[src/rtl/core/emb_pkg.sv]
// Shared types and constants for the 3x3 emboss filter.
package emb_pkg;

    localparam int PIX_W         = 8;
    localparam int DEF_MAX_WIDTH = 2048;
    localparam int CFG_W_BITS    = 12;
    localparam int CFG_H_BITS    = 16;
    localparam int RESET_WIDTH   = 640;
    localparam int RESET_HEIGHT  = 480;
    localparam int MIN_DIM       = 3;
    localparam int SUM_W         = 11;
    localparam int OUT_SHIFT     = 3;
    localparam logic [SUM_W-1:0] BIAS = 11'd765;

    localparam logic REG_WIDTH  = 1'b0;
    localparam logic REG_HEIGHT = 1'b1;

    typedef logic [PIX_W-1:0] t_pix;

    // line store entry: row r-1 in the upper byte, row r-2 in the lower byte
    typedef struct packed {
        t_pix up1;
        t_pix up2;
    } t_line_word;

    // kernel {-1,-1,0; -1,0,1; 0,1,1} plus bias, shifted right by three
    function automatic t_pix emboss(input t_pix w0, input t_pix w1, input t_pix w2,
                                    input t_pix up1, input t_pix w5, input t_pix cur);
        logic [SUM_W-1:0] pos;
        logic [SUM_W-1:0] neg;
        logic [SUM_W-1:0] diff;
        pos  = SUM_W'(up1) + SUM_W'(w5) + SUM_W'(cur) + BIAS;
        neg  = SUM_W'(w0) + SUM_W'(w1) + SUM_W'(w2);
        diff = pos - neg;
        return diff[OUT_SHIFT +: PIX_W];
    endfunction

endpackage

[src/rtl/core/emb_tap_cell.sv]
// One window tap: a pixel register that passes its word to the next tap.
module emb_tap_cell (
    input  logic          i_clk,
    input  logic          i_rst_n,
    input  logic          i_shift,
    input  emb_pkg::t_pix i_pix,
    output emb_pkg::t_pix o_pix
);
    import emb_pkg::*;

    t_pix r_pix;

    always_ff @(posedge i_clk) begin
        if (!i_rst_n) begin
            r_pix <= '0;
        end else if (i_shift) begin
            r_pix <= i_pix;
        end
    end

    assign o_pix = r_pix;

endmodule

[config.mk]
export PLATFORM = sky130hd
export DESIGN_NAME = emb_tap_cell
export DESIGN_NICKNAME = d
export VERILOG_FILES = /design/src/rtl/core/emb_pkg.sv /design/src/rtl/core/emb_tap_cell.sv
export SDC_FILE = /design/constraint.sdc
export NUM_CORES = 1
export LEC_CHECK = 0
export ABC_AREA = 1
export ABC_CLOCK_PERIOD_IN_PS = 1640
export BUFFER_PORTS_ARGS = -buffer_cell sky130_fd_sc_hd__buf_2
export CAP_MARGIN = 10
export CORE_AREA = 2 2 39 41
export DETAILED_ROUTE_END_ITERATION = 12
export DIE_AREA = 0 0 41 43
export PLACE_DENSITY = 0.56
export SYNTH_ARGS = -nofsm -noshare
export SYNTH_HDL_FRONTEND = slang
export SYNTH_SLANG_ARGS = --single-unit
[constraint.sdc]
create_clock -name i_clk -period 1.64 [get_ports i_clk]
set_input_delay 0.164 -clock i_clk [delete_from_list [all_inputs] [get_ports i_clk]]
set_output_delay 0.164 -clock i_clk [all_outputs]
set_load 0.1 [all_outputs]
==> flow_metrics.tcl <==
set metrics [dict create \
    p_leak_uw 0.000276 \
    grt_pass1_vias 248 \
    setup_tns_ns 0 \
    min_path_cells 5 \
    finalPower_uw 516 \
    cts_tree "done" \
    finalSetupViolCount 0 \
    rows 14 \
    dr.pass1.iters 2 \
    synthDistinctLibCells 7 \
    ctsHoldBuffers 0 \
    final_area_sq_um 448 \
    crit_buf_inv 1 \
    drcViolationCount 0 \
    max_cap_viol_count 0 \
    met1_usage_pct 9.97 \
    clkTransAtPathRegs_ns 0.05 \
    crit_arrival_ns 1.00 \
    vias_per_cell 3.76 \
    start_util_pct 25.8 \
    syn_area_sq_um 357 \
    hold_path.class "input port to flip-flop" \
    max_stage_delay_ns 0.43 \
    numPortBuffers 18 \
    grt_pass1_wl_microns 972 \
    final_hold_viol_count 0 \
    cp-start-kind "flip-flop" \
    netlist_instances 51 \
    busiest_layer "met2" \
    ant_nets 0 \
    place_area_sq_um 425 \
    cts.sinks 8 \
    grt_usage_pct 8.84 \
    cts_buffers 3 \
    core_area_sq_mm 0.00138 \
    end_kind "output pin" \
    min_from "i_pix[3]" \
    cp_top_family "buffers and inverters" \
    ctsRootBufferMaster "clkbuf_4" \
    pre_cts_slack_ns 0.728 \
    grt_setup_unrepaired "false" \
    place_congestion 0.607 \
    grt.met3_usage_pct 3.14 \
    cp.required_ns 1.48 \
    clk_latency_ns 0.24 \
    syn-mean-instance-area_sq_um 6.99 \
    powerDensity_mw_per_mm2 1150 \
    area_delta_synth_final_pct 25.6 \
    reg2reg_slack_ns 1.10 \
    clk_path_buf_depth 2 \
    hold_slack_ns 0.200 \
    antenna_found_initial 0 \
    nets 82 \
    htreeDepth 1 \
    wl_per_cell_microns 7.60 \
    die_area_sq_mm 0.00176 \
    r2r_start "o_pix[5]" \
    max_freq_ghz 0.857 \
    r2r_end "o_pix[5]" \
    holdPathEnd "o_pix[3]" \
    tightest_slew_ns 0.483 \
    largest_reg_flops 8 \
    wl_microns 646 \
    cp.depth 1 \
    cp_max_fo 2 \
    drtIter0Drc 2 \
    ir_drop_uv 289 \
    maxSlewHeadroom_pct 68.0 \
    layout-drive-gt1-share_pct 33.3 \
    path_class "flip-flop to output pin" \
    boundaryPins 19 \
    ys_seq_area_share_pct 44.9 \
    ys_ff_latch 8 \
    ys_warn_count 0 \
    diodes 0 \
    postCtsSetupBuffers 0 \
    synth.net_count 62 \
    ff2ff_path_depth 2 \
    maxSlewViolCount 0 \
    vias 320 \
    finClkSkew_ns 0 \
    overflow 0 \
    worstPathCellList "buf_2" \
    cp_slowest_cell "buf_2" \
    status "completed" \
    finalWorstSetupSlack_ns 0.473 \
    grt_max_degree 17 \
    cts_resized 0 \
    die_w_microns 41 \
    grtUsageMet2_pct 11.3 \
    dieHeight_microns 43 \
    final.period_utilization_pct 71.1 \
    min_period_ns 1.17 \
]
-- cells in the mapped netlist --
| cell | number | area (sq um) |
|---|---|---|
| nor2_1 | 16 | 60.1 |
| nand2_1 | 14 | 52.6 |
| dfxtp_1 | 8 | 160 |
| inv_1 | 8 | 30.0 |
| buf_8 | 2 | 30.0 |
| nand2_2 | 2 | 12.5 |
| buf_6 | 1 | 11.3 |
-- metrics by stage --
stage | util [%] | cells
2_1_floorplan | - | 51
3_3_place_gp | 30.7 | 82
3_5_place_dp | 30.7 | 82
4_1_cts | 32.4 | 85
5_1_grt | 32.4 | 85
6_report | 32.4 | 85
-- how the worst max path moves through the flow --
stage / startpoint / end / slack (ns)
floorplan: o_pix[5] / o_pix[5] / 0.43
global placement: o_pix[3] / o_pix[3] / 0.74
detailed placement: o_pix[3] / o_pix[3] / 0.73
CTS: o_pix[3] / o_pix[3] / 0.45
global route: o_pix[5] / o_pix[5] / 0.42
finish: o_pix[3] / o_pix[3] / 0.47
-- per-layer routing --
metal,vias up,wire [microns]
met4,0,16
met3,2,56
met2,12,293
li1,180,-
met5,-,0
met1,126,280
-- layout make-up --
class	instances	area [sq um]
Clock buffer	3	22.5
Fill cell	164	936
Inverter	8	30.0
Multi-Input combinational cell	32	125
Sequential cell	8	160
Tap cell	16	20.0
Timing Repair Buffer	18	90.1
-- cells by family after synthesis --
kind of cell | synth area share (%)
flops | 44.9
buf+inv | 20.0
simple gates | 35.1
-- worst reg2reg max path, stage by stage, from the launching register on --
cell	delay, ns
dfxtp_1	0.30
nor2_1	0.09
nor2_1	0.05
-- cell usage in the layout, fill, tap and decap left out --
cell and n:
buf_2 18, clkbuf_4 3, dfxtp_1 8, inv_1 8
nand2_1 14, nand2_2 2, nor2_1 16
-- power breakdown --
| part | internal, uW | total (uW) | leakage, uW | switching (uW) |
|---|---|---|---|---|
| Sequential | 208 | 214 | 0.0000665 | 5.74 |
| Clock | 83.5 | 146 | 0.0000138 | 62.8 |
| Combinational | 29.1 | 156 | 0.000196 | 127 |
(Power assumes the default switching activity.)
